### src/rtl/ipv4dq_pkg.sv
// Shared types and character constants for the IPv4 dotted-quad scanner.
package ipv4dq_pkg;

	// Text bytes with a role in the scan
	localparam logic [7:0] CHAR_ZERO = 8'h30;
	localparam logic [7:0] CHAR_NINE = 8'h39;
	localparam logic [7:0] CHAR_DOT  = 8'h2E;

	// Run length saturates here: a run this long is too long for a later octet
	localparam logic [2:0] RUN_TOO_LONG = 3'd4;
	localparam logic [2:0] RUN_MAX_OK   = 3'd3;

	// Octet limits
	localparam logic [9:0] OCTET_MAX = 10'd255;
	localparam logic [7:0] LOOPBACK  = 8'd127;

	// Number of octets held before the fourth run closes a match
	localparam logic [1:0] LINKS_FULL = 2'd3;

	// Terminator of a digit run
	typedef enum logic [0:0] {
		TERM_OTHER = 1'b0,
		TERM_DOT   = 1'b1
	} term_t;

	// Scan state carried from one item to the next
	typedef struct packed {
		logic [2:0]       run_length;
		logic [11:0]      recent_digits;
		logic [2:0][7:0]  held_octets;
		logic [1:0]       links_held;
		logic             after_dot;
		logic             finished;
	} scan_state_t;

	localparam scan_state_t SCAN_CLEAR = '0;

	// One result item
	typedef struct packed {
		logic       found;
		logic [7:0] octet_a;
		logic [7:0] octet_b;
		logic [7:0] octet_c;
		logic [7:0] octet_d;
	} scan_result_t;

endpackage

### src/rtl/ipv4dq_step.sv
// Per-byte scan step: next scan state and the result item, if any, for one text byte.
module ipv4dq_step (
	input  ipv4dq_pkg::scan_state_t  cur,
	input  logic [7:0]               char_code,
	input  logic                     is_last,
	input  logic                     skip_loopback,
	output ipv4dq_pkg::scan_state_t  nxt,
	output logic                     res_valid,
	output ipv4dq_pkg::scan_result_t res
);

	// Digit run after the current byte is taken in
	logic                    is_digit;
	logic [3:0]              digit_val;
	logic [2:0]              run_len;
	logic [11:0]             digits;
	logic [9:0]              val3;
	logic [9:0]              val2;
	logic                    full;
	logic                    run_ends;
	ipv4dq_pkg::term_t       term;

	always_comb begin
		is_digit  = (char_code inside {[ipv4dq_pkg::CHAR_ZERO:ipv4dq_pkg::CHAR_NINE]});
		digit_val = 4'(char_code - ipv4dq_pkg::CHAR_ZERO);
		if (is_digit) begin
			run_len = (cur.run_length < ipv4dq_pkg::RUN_TOO_LONG) ?
				3'(cur.run_length + 3'd1) : cur.run_length;
			digits  = {cur.recent_digits[7:0], digit_val};
		end else begin
			run_len = cur.run_length;
			digits  = cur.recent_digits;
		end
		// Value of the last three and last two BCD digits
		val2 = 10'(digits[7:4]) * 10'd10 + 10'(digits[3:0]);
		val3 = 10'(digits[11:8]) * 10'd100 + val2;
		full = (run_len != 3'd0) && (run_len <= ipv4dq_pkg::RUN_MAX_OK) &&
			(val3 <= ipv4dq_pkg::OCTET_MAX);
		run_ends = !is_digit || is_last;
		term = (!is_digit && (char_code == ipv4dq_pkg::CHAR_DOT)) ?
			ipv4dq_pkg::TERM_DOT : ipv4dq_pkg::TERM_OTHER;
	end

	// Advance the chain and decide the result
	always_comb begin
		logic got;
		nxt       = cur;
		res_valid = 1'b0;
		res       = '0;
		got       = 1'b0;

		if (cur.finished) begin
			// Drop bytes after a match until the text ends
			if (is_last) begin
				nxt = ipv4dq_pkg::SCAN_CLEAR;
			end
		end else begin
			nxt.run_length    = run_len;
			nxt.recent_digits = digits;
			if (run_ends) begin
				if (cur.after_dot && (cur.links_held == ipv4dq_pkg::LINKS_FULL) && full) begin
					// Fourth octet closes the match
					nxt.held_octets = '0;
					nxt.links_held  = 2'd0;
					nxt.after_dot   = 1'b0;
					if (!(skip_loopback && (cur.held_octets[0] == ipv4dq_pkg::LOOPBACK))) begin
						got         = 1'b1;
						res.found   = 1'b1;
						res.octet_a = cur.held_octets[0];
						res.octet_b = cur.held_octets[1];
						res.octet_c = cur.held_octets[2];
						res.octet_d = val3[7:0];
					end
				end else if (cur.after_dot && (cur.links_held != 2'd0) &&
						(cur.links_held != ipv4dq_pkg::LINKS_FULL) && full &&
						(term == ipv4dq_pkg::TERM_DOT)) begin
					// Link one more octet into the chain
					nxt.held_octets[cur.links_held] = val3[7:0];
					nxt.links_held = 2'(cur.links_held + 2'd1);
				end else begin
					// Break the chain; a run ending at a dot starts a new one
					nxt.held_octets = '0;
					nxt.links_held  = 2'd0;
					nxt.after_dot   = 1'b0;
					if ((term == ipv4dq_pkg::TERM_DOT) && (run_len != 3'd0)) begin
						nxt.held_octets[0] = (val3 <= ipv4dq_pkg::OCTET_MAX) ?
							val3[7:0] : val2[7:0];
						nxt.links_held = 2'd1;
						nxt.after_dot  = 1'b1;
					end
				end
				nxt.run_length    = 3'd0;
				nxt.recent_digits = '0;
			end

			// Report a match, or not-found at text end
			if (got) begin
				res_valid = 1'b1;
				if (is_last) begin
					nxt = ipv4dq_pkg::SCAN_CLEAR;
				end else begin
					nxt.finished = 1'b1;
				end
			end else if (is_last) begin
				res_valid = 1'b1;
				res       = '0;
				nxt       = ipv4dq_pkg::SCAN_CLEAR;
			end
		end
	end

endmodule

### src/rtl/ipv4dq_regs.sv
// Input item register, scan state register and result register with valid/stall control.
module ipv4dq_regs (
	input  logic                     clk,
	input  logic                     arst_n,
	input  logic                     in_valid,
	output logic                     in_stall,
	input  logic [7:0]               char_code,
	input  logic                     is_last,
	output logic [7:0]               char_s1,
	output logic                     last_s1,
	output ipv4dq_pkg::scan_state_t  state_q,
	input  ipv4dq_pkg::scan_state_t  state_nxt,
	input  logic                     res_valid,
	input  ipv4dq_pkg::scan_result_t res,
	output logic                     out_valid,
	input  logic                     out_stall,
	output ipv4dq_pkg::scan_result_t out_q
);

	logic valid_s1;
	logic out_valid_q;
	logic advance;
	logic accept;

	// Step the held item whenever the result register can take a result
	assign advance   = !out_valid_q || !out_stall;
	assign in_stall  = valid_s1 && !advance;
	assign accept    = in_valid && !in_stall;
	assign out_valid = out_valid_q;

	// Hold the accepted byte
	always_ff @(posedge clk or negedge arst_n) begin
		if (!arst_n) begin
			valid_s1 <= 1'b0;
		end else if (accept) begin
			valid_s1 <= 1'b1;
		end else if (advance) begin
			valid_s1 <= 1'b0;
		end
	end

	always_ff @(posedge clk) begin
		if (accept) begin
			char_s1 <= char_code;
			last_s1 <= is_last;
		end
	end

	// Advance the scan state
	always_ff @(posedge clk or negedge arst_n) begin
		if (!arst_n) begin
			state_q <= ipv4dq_pkg::SCAN_CLEAR;
		end else if (valid_s1 && advance) begin
			state_q <= state_nxt;
		end
	end

	// Load or drain the result register
	always_ff @(posedge clk or negedge arst_n) begin
		if (!arst_n) begin
			out_valid_q <= 1'b0;
		end else if (valid_s1 && advance && res_valid) begin
			out_valid_q <= 1'b1;
		end else if (!out_stall) begin
			out_valid_q <= 1'b0;
		end
	end

	always_ff @(posedge clk) begin
		if (valid_s1 && advance && res_valid) begin
			out_q <= res;
		end
	end

endmodule

### src/rtl/ipv4_dotted_quad_scanner_top.sv
// Top level of the IPv4 dotted-quad scanner.
//
//   channel | signals                             | direction | accepted when
//   --------+-------------------------------------+-----------+----------------------
//   input   | in_valid, in_stall, char_code,      | in        | in_valid && !in_stall
//           | is_last                             |           |
//   output  | out_valid, out_stall, found,        | out       | out_valid && !out_stall
//           | octet_a .. octet_d                  |           |
//   config  | cfg_wr_en, cfg_wr_data              | in        | cfg_wr_en
//
// One byte is accepted every cycle while in_stall is low; the scan step is one pass of logic
// between the input byte register and the result register, so a result is loaded into
// the result register as its byte leaves the input byte register. arst_n clears the scan
// state and sets skip_loopback to 1.
// A stalled result register stalls the input only when a byte is already held.
module ipv4_dotted_quad_scanner_top (
	input  logic       clk,
	input  logic       arst_n,
	input  logic       cfg_wr_en,
	input  logic       cfg_wr_data,
	input  logic       in_valid,
	output logic       in_stall,
	input  logic [7:0] char_code,
	input  logic       is_last,
	output logic       out_valid,
	input  logic       out_stall,
	output logic       found,
	output logic [7:0] octet_a,
	output logic [7:0] octet_b,
	output logic [7:0] octet_c,
	output logic [7:0] octet_d
);

	logic                     skip_loopback_q;
	logic [7:0]               char_s1;
	logic                     last_s1;
	ipv4dq_pkg::scan_state_t  state_q;
	ipv4dq_pkg::scan_state_t  state_nxt;
	logic                     res_valid;
	ipv4dq_pkg::scan_result_t res;
	ipv4dq_pkg::scan_result_t out_q;

	// Hold the configuration register
	always_ff @(posedge clk or negedge arst_n) begin
		if (!arst_n) begin
			skip_loopback_q <= 1'b1;
		end else if (cfg_wr_en) begin
			skip_loopback_q <= cfg_wr_data;
		end
	end

	ipv4dq_regs u_regs (
		.clk       (clk),
		.arst_n    (arst_n),
		.in_valid  (in_valid),
		.in_stall  (in_stall),
		.char_code (char_code),
		.is_last   (is_last),
		.char_s1   (char_s1),
		.last_s1   (last_s1),
		.state_q   (state_q),
		.state_nxt (state_nxt),
		.res_valid (res_valid),
		.res       (res),
		.out_valid (out_valid),
		.out_stall (out_stall),
		.out_q     (out_q)
	);

	ipv4dq_step u_step (
		.cur           (state_q),
		.char_code     (char_s1),
		.is_last       (last_s1),
		.skip_loopback (skip_loopback_q),
		.nxt           (state_nxt),
		.res_valid     (res_valid),
		.res           (res)
	);

	// Drive the result fields
	assign found   = out_q.found;
	assign octet_a = out_q.octet_a;
	assign octet_b = out_q.octet_b;
	assign octet_c = out_q.octet_c;
	assign octet_d = out_q.octet_d;

endmodule
### config.mk
export PLATFORM = sky130hd
export DESIGN_NAME = ipv4_dotted_quad_scanner_top
export DESIGN_NICKNAME = d
export VERILOG_FILES = /design/src/rtl/ipv4dq_pkg.sv /design/src/rtl/ipv4dq_step.sv /design/src/rtl/ipv4dq_regs.sv /design/src/rtl/ipv4_dotted_quad_scanner_top.sv
export SDC_FILE = /design/constraint.sdc
export NUM_CORES = 1
export LEC_CHECK = 0
export CORE_ASPECT_RATIO = 0.75
export CORE_MARGIN = 2
export CORE_UTILIZATION = 64
export DETAILED_ROUTE_END_ITERATION = 8
export DONT_BUFFER_PORTS = 1
export HOLD_SLACK_MARGIN = 0.1
export PLACE_DENSITY = 0.85
export RECOVER_POWER = 50
export SLEW_MARGIN = 0
export SYNTH_ARGS = -nofsm -noshare
export SYNTH_HDL_FRONTEND = slang
export SYNTH_HIERARCHICAL = 1
export SYNTH_SLANG_ARGS = --single-unit
### constraint.sdc
create_clock -name clk -period 8.95 [get_ports clk]
set_input_delay 0.895 -clock clk [delete_from_list [all_inputs] [get_ports clk]]
set_output_delay 0.895 -clock clk [all_outputs]
set_load 0.05 [all_outputs]
==> impl_metrics.csv, run 1 <==
group,metric,value,unit
run_status,outcome,"complete, but fails checks",
run_status,violations,"max-capacitance violations, max-slew violations",
synth,synth_commonest_cells,"nand2_1, dfrtp_1, edfxtp_1, mux2_2, a21oi_1",
detailed_routing,viasPerCell,6.84,
synth,synth_area_leaders,"edfxtp_1, dfrtp_1, mux2_2, ha_1, nand2_1",
setup_path,timing.rr.start,"u_regs/char_s1[6]",
detailed_routing,drc,0,
power,p_seq_share,52.0,%
synth,synthMuxAreaShare,10.2,%
sta,fin_crit,7.10,ns
clock_network,root_buffer,"clkbuf_16",
synth,yosysTopAreaCellShare,23.0,%
setup_path,r2r_slack,1.85,ns
synth,synth_area_leader_cell,"edfxtp_1",
synth,yosys_warnings,6,
finish,finalNetCount,553,
die,die_w,111,um
power,power_density,158,mW/mm2
clock_network,cts_resized,0,
setup_path,cp_slowest_cell,"a21oi_4",
power,intPower,705,uW
global_routing,grt.busiest_layer,"met2",
sta,final.setup.tns,0,ns
sta,slew_headroom,-64.9,%
synth,ys_ff_latch,88,
setup_path,arrival,7.06,ns
setup_path,cp_max_fo,33,
detailed_routing,avgRoutedWirePerCell,20.7,um
sta,hold_viol,0,
power,clock_power_share,43.4,%
synth,async_reset_ff_share,52.3,%
setup_path,crit_family,"compound AO/OA/AOI/OAI gates",
sta,slew_violations,44,
synth,synth_ff_type,"dfrtp_1",
synth,synth_xor_area_share,1.91,%
detailed_routing,dr.first_iter.drc_count,517,
finish,fillCellCount,582,
sta,rsz0062_at_grt,"false",
synth,ys_types,74,
synth,synth-edff-count,42,
finish,antennaDiodeCount,0,
setup_path,worst_ep_required_time,8.90,ns
detailed_routing,vias,4263,
synth,synth_area,0.00549,mm2
die,rows,29,
clock_network,h-tree-depth,3,
placed_design,dp_hpwl,8.78,mm
synth,synth_nets,559,
synth,synth_top_family_by_area,"simple AND/OR/NAND/NOR gates",
job,max_cap_viol_count,1,
clock_network,numCtsBuffers,9,
clock_network,cts_hold_buf,0,
setup_path,startpoint_type,"flop",
synth,synth_compound_area_share,14.4,%
placed_design,port_buffers,0,
sta,fin_crit_sh,79.4,%
setup_path,crit_top_cell,"ha_1",
placed_design,place.gp.congestion,0.902,
global_routing,met2_usage,42.3,%
power,power,929,uW
clock_network,clkLatencyLatePin,0.34,ns
clock_network,cts.sinks,88,
power,leakage,2.39,nW
setup_path,cp_num_buf_inv,2,
die,core_area,0.00838,mm2
setup_path,r2r-end,"u_regs/out_q[31]",
die,dieArea,0.00934,mm2
global_routing,grt_pass1_vias,4135,
finish,regArea,0.00241,mm2
clock_network,clk_pin_slew,0.06,ns
clock_network,clockBufferDepth,2,
synth,yosys.area_share.simple,18.4,%
synth,post-synth-top-count-cell,"nand2_1",
synth,seq_area_frac_synth,44.0,%
clock_network,cts_tree,"yes",
global_routing,grt_pass1_wl,21.1,mm
sta,tightest_slew,2.47,ns
min_path,min_path_type,"input pin to async pin",
power,p_sw_share,24.2,%
global_routing,antenna_found_initial,0,
synth,postSynthAreaPerCell,10.6,um2
setup_path,reg2reg_depth,24,
die,start_util,65.5,%
global_routing,gr-total-overflow,0,
die,die_y,84.2,um
clock_network,post_cts_buffers,0,
finish,drive_gt1_share,16.7,%
detailed_routing,firstDrtPassIters,7,
power,switchingPower,225,uW
power,combPwrFrac,4.6,%
setup_path,cp-end-kind,"flop",
synth,syn_inst,516,
sta,setup_viol,0,
setup_path,slowest_delay,0.81,ns
global_routing,use_met3,9.10,%
setup_path,path_cells,"nand4bb_1 > o21ai_0 > and2_1 > inv_1 > ha_1 > nand3b_1 > nor2b_1 > ha_1 > nand2_1 > o21bai_1 > or2_2 > a311oi_1 > a21oi_1 > ha_1 > and3_1 > a221o_1 > nor3_1 > o211a_1 > nor3_4 > buf_4 > nor2_1 > o21a_1 > nand2_1 > a21oi_4",
setup_path,worstSetupPathType,"flop to flop",
global_routing,groute.usage.overall,28.5,%
finish,area_growth_syn_to_layout,7.00,%
finish,multiInputGateArea,0.00285,mm2
synth,synth_fa_ha_area_share,6.79,%
sta,max_freq,141,MHz
detailed_routing,finalWirelength,12.9,mm
sta,fin_worst_skew,0.00923,ns
global_routing,grt_start_max_net_pins,58,
die,io_pins,50,
sta,hold_ws,0.243,ns
global_routing,use_met1,40.0,%
detailed_routing,antenna_left,0,
power,irDropWorstVdd,0.000143,V
metal layers:
metal  wire length (um)  part of all wire, %  up-vias
met4                285                  2.2        0
met5                  0                    0        -
met1               5520                   43     2070
met2               5760                   45      247
li1                   -                    -     1910
met3               1350                   10       36
area by class of cell:
type / instances / area share, %
timing repair buffer: 6 / 0.703
clock buffer: 13 / 4.79
tap: 108 / 2.30
multi-input combinational: 376 / 48.5
sequential: 88 / 41.1
inverter: 29 / 1.85
clock inverter: 3 / 0.767
cells by family (layout without fill, tap and decap cells):
family | after synthesis | in the layout
multiplexers | 50 | 50
AND/OR/NAND/NOR | 181 | 181
AO/OA/AOI/OAI | 105 | 105
XOR/XNOR | 12 | 12
adder cells (fa/ha/maj) | 28 | 28
flip-flops | 88 | 88
buffers and inverters | 52 | 51
stage by stage:
| step | setup slack [ns] | cells | util (%) | area [um2] |
|---|---|---|---|---|
| 2_1_floorplan | 1.74 | 516 | - | 5490 |
| 3_3_place_gp | 2.54 | 607 | 66.3 | 5550 |
| 3_5_place_dp | 2.09 | 607 | 66.3 | 5550 |
| 4_1_cts | 2.03 | 623 | 70.2 | 5880 |
| 5_1_grt | 1.49 | 623 | 70.1 | 5870 |
| 6_report | 1.85 | 623 | 70.1 | 5870 |
flip-flops by register name (all words and copies together), names as in the netlist:
signal,count
u_regs/valid_s1,1
u_regs/out_q,33
u_regs/out_valid,1
u_regs/state_q,43
u_regs/last_s1,1
u_regs/char_s1,8
skip_loopback_q,1
power by group through the flow:
stage / combinational (mW) / sequential, mW / clock [mW]
finish: 0.0425 / 0.483 / 0.404
global route: 0.0451 / 0.485 / 0.428
CTS: 0.0415 / 0.484 / 0.409
detailed placement: 0.0410 / 0.491 / 0
global placement: 0.0401 / 0.490 / 0
floorplan: 0.0348 / 0.488 / 0
how the worst max path moves through the flow:
stage	start	to	slack [ns]	cells past startpoint
finish	u_regs/char_s1[6]	u_regs/out_q[31]	1.85	24
global route	u_regs/char_s1[7]	u_regs/out_q[11]	1.49	24
CTS	u_regs/char_s1[7]	u_regs/out_q[31]	2.03	24
detailed placement	u_regs/char_s1[6]	u_regs/out_q[31]	2.09	24
global placement	u_regs/char_s1[6]	u_regs/out_q[31]	2.54	24
floorplan	u_regs/char_s1[6]	u_regs/out_q[0]	1.74	26
cell usage in the layout, fill, tap and decap left out, types with 6 or more instances in the layout:
cell,netlist,final
edfxtp_1,42,42
o21a_1,7,7
ha_1,25,25
o21ai_0,6,6
inv_1,29,29
nand3_1,20,20
xnor2_1,7,7
mux2_2,42,42
clkbuf_16,0,10
nand2b_1,15,15
and2_1,20,19
nand2_1,46,46
nor4_1,20,20
a21oi_1,31,30
nor2b_1,8,8
o32ai_1,16,16
dfrtp_1,45,45
nor2_1,21,21
(Power assumes the default switching activity.)
==> inputs of run 2 (changes only) <==
- clock period: 8.95 -> 7.3 ns (I/O delays scaled with it)
==> impl_metrics.csv, run 2 (synthesis results as in run 1) <==
group,metric,value,unit
placed_design,port_buffers,0,
setup_path,reg2reg_depth,24,
finish,top_regs,"u_regs/state_q (43), u_regs/out_q (33), u_regs/char_s1 (8)",
sta,rsz0062_at_grt,"false",
setup_path,startpoint_type,"flop",
die,rows,29,
sta,fin_worst_skew,0.00681,ns
die,io_pins,50,
sta,slew_violations,90,
power,power_density,188,mW/mm2
setup_path,timing.rr.start,"u_regs/char_s1[6]",
sta,hold_ws,0.216,ns
die,dieArea,0.00934,mm2
finish,regMostFlops,"u_regs/state_q",
clock_network,cts_tree,"yes",
clock_network,post_cts_buffers,0,
global_routing,grt_start_max_net_pins,58,
sta,slew_headroom,-69.2,%
placed_design,dp.cells,607,
clock_network,clk_pin_slew,0.07,ns
power,leakage,2.38,nW
clock_network,root_buffer,"clkbuf_16",
detailed_routing,firstDrtPassIters,7,
finish,largest_reg_flops,43,
min_path,min_path_type,"input pin to async pin",
sta,tightest_slew,2.54,ns
clock_network,clockBufferDepth,2,
placed_design,postPlaceCellArea,0.00555,mm2
placed_design,place.gp.congestion,0.927,
die,die_w,111,um
setup_path,r2r-end,"u_regs/out_q[27]",
detailed_routing,antenna_left,0,
global_routing,grt_pass1_vias,4026,
finish,antennaDiodeCount,0,
finish,drive_gt1_share,16.9,%
detailed_routing,drc,0,
detailed_routing,viasPerCell,6.79,
placed_design,dp_hpwl,8.89,mm
clock_network,numCtsBuffers,9,
finish,post-route-util,69.7,%
detailed_routing,vias,4240,
detailed_routing,dr.first_iter.drc_count,434,
finish,area_growth_syn_to_layout,6.36,%
die,core_area,0.00838,mm2
detailed_routing,avgRoutedWirePerCell,20.9,um
die,start_util,65.5,%
global_routing,antenna_found_initial,0,
run_status,outcome,"complete, but fails checks",
setup_path,cp-end-kind,"flop",
job,max_cap_viol_count,2,
finish,final_cells,624,
global_routing,grt_pass1_wl,20.9,mm
global_routing,gr-total-overflow,0,
run_status,violations,"max-capacitance violations, max-slew violations",
setup_path,cp_max_fo,33,
clock_network,clkLatencyLatePin,0.35,ns
finish,finalNetCount,554,
clock_network,cts.sinks,88,
sta,fin_crit_sh,90.8,%
power,irDropWorstVdd,0.000206,V
sta,max_freq,151,MHz
finish,layout_commonest_cell,"nand2_1",
sta,fin_crit,6.63,ns
finish,finalInstanceArea,0.00584,mm2
setup_path,arrival,6.62,ns
finish,fillCellCount,602,
clock_network,cts_resized,0,
setup_path,worstSetupPathType,"flop to flop",
sta,final.setup.tns,0,ns
setup_path,r2r_slack,0.67,ns
global_routing,groute.usage.overall,28.7,%
detailed_routing,finalWirelength,13.0,mm
clock_network,cts_hold_buf,1,
setup_path,worst_ep_required_time,7.29,ns
die,die_y,84.2,um
finish,final_cell_mix,"nand2_1, dfrtp_1, mux2_2, edfxtp_1, a21oi_1",
sta,hold_viol,0,
clock_network,h-tree-depth,3,
sta,setup_viol,0,
run 2: metrics by stage:
step | total power, mW | setup WS (ns)
final | 1.10 | 0.671
after global routing | 1.13 | 0.495
after CTS | 1.10 | 0.947
after detailed placement | 0.653 | 0.975
after global placement | 0.650 | 1.29
after floorplan | 0.641 | 0.0949
run 2: metal layers:
layer	global-route usage [%]	wire [um]	vias to the layer above	part of all wire (%)
li1	-	-	1909	-
met1	39.6	5560	2037	43
met2	43.7	5870	254	45
met3	8.59	1290	40	9.9
met4	10.1	300	0	2.3
met5	0	0	-	0
run 2: power breakdown:
part | internal (mW) | leakage, nW | total [mW] | switching (mW)
Clock | 0.238 | 0.145 | 0.446 | 0.208
Sequential | 0.539 | 1.01 | 0.592 | 0.0526
Combinational | 0.0186 | 1.22 | 0.0579 | 0.0393
Total | 0.796 | 2.38 | 1.10 | 0.299
run 2: how the worst max path moves through the flow:
stage,from,to,slack (ns)
final,u_regs/char_s1[6],u_regs/out_q[27],0.67
after global routing,u_regs/char_s1[6],u_regs/out_q[8],0.49
after CTS,u_regs/char_s1[6],u_regs/out_q[27],0.95
after detailed placement,u_regs/char_s1[6],u_regs/out_q[30],0.97
after global placement,u_regs/char_s1[6],u_regs/out_q[31],1.29
after floorplan,u_regs/char_s1[6],u_regs/out_q[0],0.09
run 2: critical path: stages, from the launching register on:
cell and delay, ns:
edfxtp_1 0.39, nand4bb_1 0.41, o21ai_0 0.37, and2_1 0.25
inv_1 0.10, ha_1 0.21, nand3b_1 0.23, nor2b_1 0.19
ha_1 0.33, nand2_1 0.08, o21bai_1 0.17, or2_2 0.30
a311oi_1 0.33, a21oi_1 0.16, ha_1 0.41, and3_1 0.18
a221o_1 0.33, nor3_1 0.32, o211a_1 0.34, nor3_4 0.07
nor2_1 0.28, o21a_1 0.16, nand2_1 0.10, a21oi_4 0.12
buf_4 0.41
run 2: cell type report:
type	count	area (um2)	area share (%)
multi-input cells	376	2850	48.8
flip-flops and latches	88	2410	41.3
clock buffers	9	225	3.86
well taps	108	135	2.31
inverters	29	109	1.86
clock inverters	7	58.8	1.01
repair buffers	7	45.0	0.772
==> inputs of run 3 (changes only) <==
- ABC_AREA: default -> 1
- CORE_UTILIZATION: 64 -> 65
- PLACE_DENSITY: 0.85 -> 0.83
==> impl_metrics.csv, run 3 <==
group,metric,value,unit
run_status,outcome,"complete, but fails checks",
run_status,violations,"max-capacitance violations, max-slew violations",
sta,fin_crit,5.86,ns
synth,ys_ff_latch,88,
setup_path,worstSetupPathType,"flop to flop",
clock_network,clkLatencyLatePin,0.34,ns
synth,postSynthAreaPerCell,7.90,um2
detailed_routing,antenna_left,0,
power,irDropWorstVdd,0.000192,V
sta,final.setup.tns,0,ns
die,rows,30,
clock_network,clk_pin_slew,0.06,ns
detailed_routing,finalWirelength,13.9,mm
synth,ys_types,46,
synth,synth_area,0.00604,mm2
finish,layout_commonest_cell,"nand2_1",
placed_design,dp_hpwl,9.43,mm
setup_path,r2r-end,"u_regs/out_q[26]",
placed_design,dp_slack,1.56,ns
finish,finalInstanceArea,0.00625,mm2
sta,tightest_slew,2.57,ns
synth,yosys_warnings,6,
synth,synth_area_leaders,"edfxtp_1, dfrtp_1, nand2_1, inv_1, nand3_1",
die,start_util,66.8,%
sta,fin_worst_skew,0.00830,ns
finish,regMostFlops,"u_regs/state_q",
job,max_cap_viol_count,3,
setup_path,startpoint_type,"flop",
setup_path,cp_num_buf_inv,4,
synth,synth_nets,808,
sta,slew_violations,140,
die,die_w,115,um
sta,max_freq,171,MHz
placed_design,port_buffers,0,
synth,syn_inst,765,
setup_path,arrival,5.85,ns
synth,yosysTopAreaCellShare,20.9,%
global_routing,antenna_found_initial,0,
clock_network,h-tree-depth,3,
clock_network,cts.sinks,88,
synth,seq_area_frac_synth,39.9,%
synth,post-synth-top-count-cell,"nand2_1",
sta,hold_viol,0,
clock_network,numCtsBuffers,9,
sta,fin_crit_sh,80.3,%
finish,post-route-util,69.1,%
min_path,min_path_type,"input pin to async pin",
clock_network,cts_resized,0,
clock_network,post_cts_buffers,0,
detailed_routing,drc,0,
finish,finalNetCount,789,
sta,layout_setup_ws,1.44,ns
setup_path,worst_ep_required_time,7.29,ns
power,leakage,2.99,nW
synth,synth_area_leader_cell,"edfxtp_1",
finish,top_regs,"u_regs/state_q (43), u_regs/out_q (33), u_regs/char_s1 (8)",
global_routing,grt_pass1_vias,4690,
global_routing,grt_start_max_net_pins,49,
detailed_routing,dr.first_iter.drc_count,468,
die,die_y,87.5,um
global_routing,gr-total-overflow,0,
finish,largest_reg_flops,43,
detailed_routing,avgRoutedWirePerCell,15.8,um
detailed_routing,viasPerCell,5.84,
synth,synth-edff-count,42,
setup_path,cp_slowest_cell,"nand3_4",
clock_network,clockBufferDepth,2,
clock_network,root_buffer,"clkbuf_16",
setup_path,cp-end-kind,"flop",
die,core_area,0.00905,mm2
finish,fillCellCount,714,
synth,synth_ff_type,"dfrtp_1",
sta,hold_ws,0.236,ns
clock_network,cts_tree,"yes",
sta,setup_viol,0,
setup_path,r2r_slack,1.44,ns
detailed_routing,firstDrtPassIters,5,
setup_path,timing.rr.start,"u_regs/char_s1[1]",
power,power_density,174,mW/mm2
global_routing,groute.usage.overall,29.3,%
synth,synth_commonest_cells,"nand2_1, inv_1, nand3_1, o21ai_0, dfrtp_1",
clock_network,cts_hold_buf,1,
detailed_routing,vias,5135,
global_routing,grt_pass1_wl,22.9,mm
placed_design,postPlaceCellArea,0.00597,mm2
setup_path,reg2reg_depth,26,
setup_path,slowest_delay,0.50,ns
finish,antennaDiodeCount,0,
finish,drive_gt1_share,9.19,%
finish,final_cell_mix,"nand2_1, inv_1, nand3_1",
sta,slew_headroom,-71.5,%
synth,async_reset_ff_share,52.3,%
die,io_pins,50,
setup_path,crit_family,"simple AND/OR/NAND/NOR gates",
setup_path,cp_max_fo,40,
sta,rsz0062_at_grt,"false",
die,dieArea,0.0101,mm2
placed_design,place.gp.congestion,0.914,
finish,area_growth_syn_to_layout,3.50,%
run 3: kinds of logic (layout without fill, tap and decap cells):
family	Yosys count	after routing	share of synthesized area, %
xor+xnor	11	11	1.59
fa+ha+maj	28	28	6.17
compound gates	122	122	11.8
flops	88	88	39.9
simple gates	364	364	28.9
buf+inv	152	138	11.6
run 3: how the worst max path moves through the flow:
| stage | startpoint | cells after the start | slack [ns] | end |
|---|---|---|---|---|
| after detailed placement | u_regs/char_s1[1] | 26 | 1.56 | u_regs/out_q[30] |
| final | u_regs/char_s1[1] | 26 | 1.44 | u_regs/out_q[26] |
| after CTS | u_regs/char_s1[1] | 26 | 1.52 | u_regs/out_q[26] |
| after global placement | u_regs/char_s1[1] | 21 | 1.73 | u_regs/out_q[29] |
| after global routing | u_regs/char_s1[6] | 29 | 0.95 | u_regs/out_q[25] |
| after floorplan | u_regs/char_s1[1] | 28 | 1.13 | u_regs/out_q[0] |
run 3: power breakdown:
part	internal, mW	switching, mW	leakage, nW	total (mW)
logic	0.0136	0.0582	1.81	0.0718
registers	0.536	0.0361	1.05	0.572
clock network	0.263	0.183	0.134	0.447
run 3: layout make-up:
| type | instances | area (um2) | area share (%) |
|---|---|---|---|
| Tap cell | 128 | 160 | 2.56 |
| Sequential cell | 88 | 2410 | 38.6 |
| Clock buffer | 10 | 229 | 3.66 |
| Timing Repair Buffer | 4 | 26.3 | 0.420 |
| Inverter | 118 | 445 | 7.12 |
| Multi-Input combinational cell | 525 | 2920 | 46.7 |
| Clock inverter | 6 | 61.3 | 0.980 |
run 3: routing by layer:
layer,part of all wire [%],track usage (%),wire length [um]
met5,0,0,0
met4,2.0,10.5,280
met3,11,8.00,1500
met2,44,44.2,6170
met1,43,40.9,5970
run 3: through the flow:
stage,total power [mW],cells
finish,1.09,879
global route,1.12,879
CTS,1.10,879
detailed placement,0.647,862
global placement,0.645,862
floorplan,0.639,765
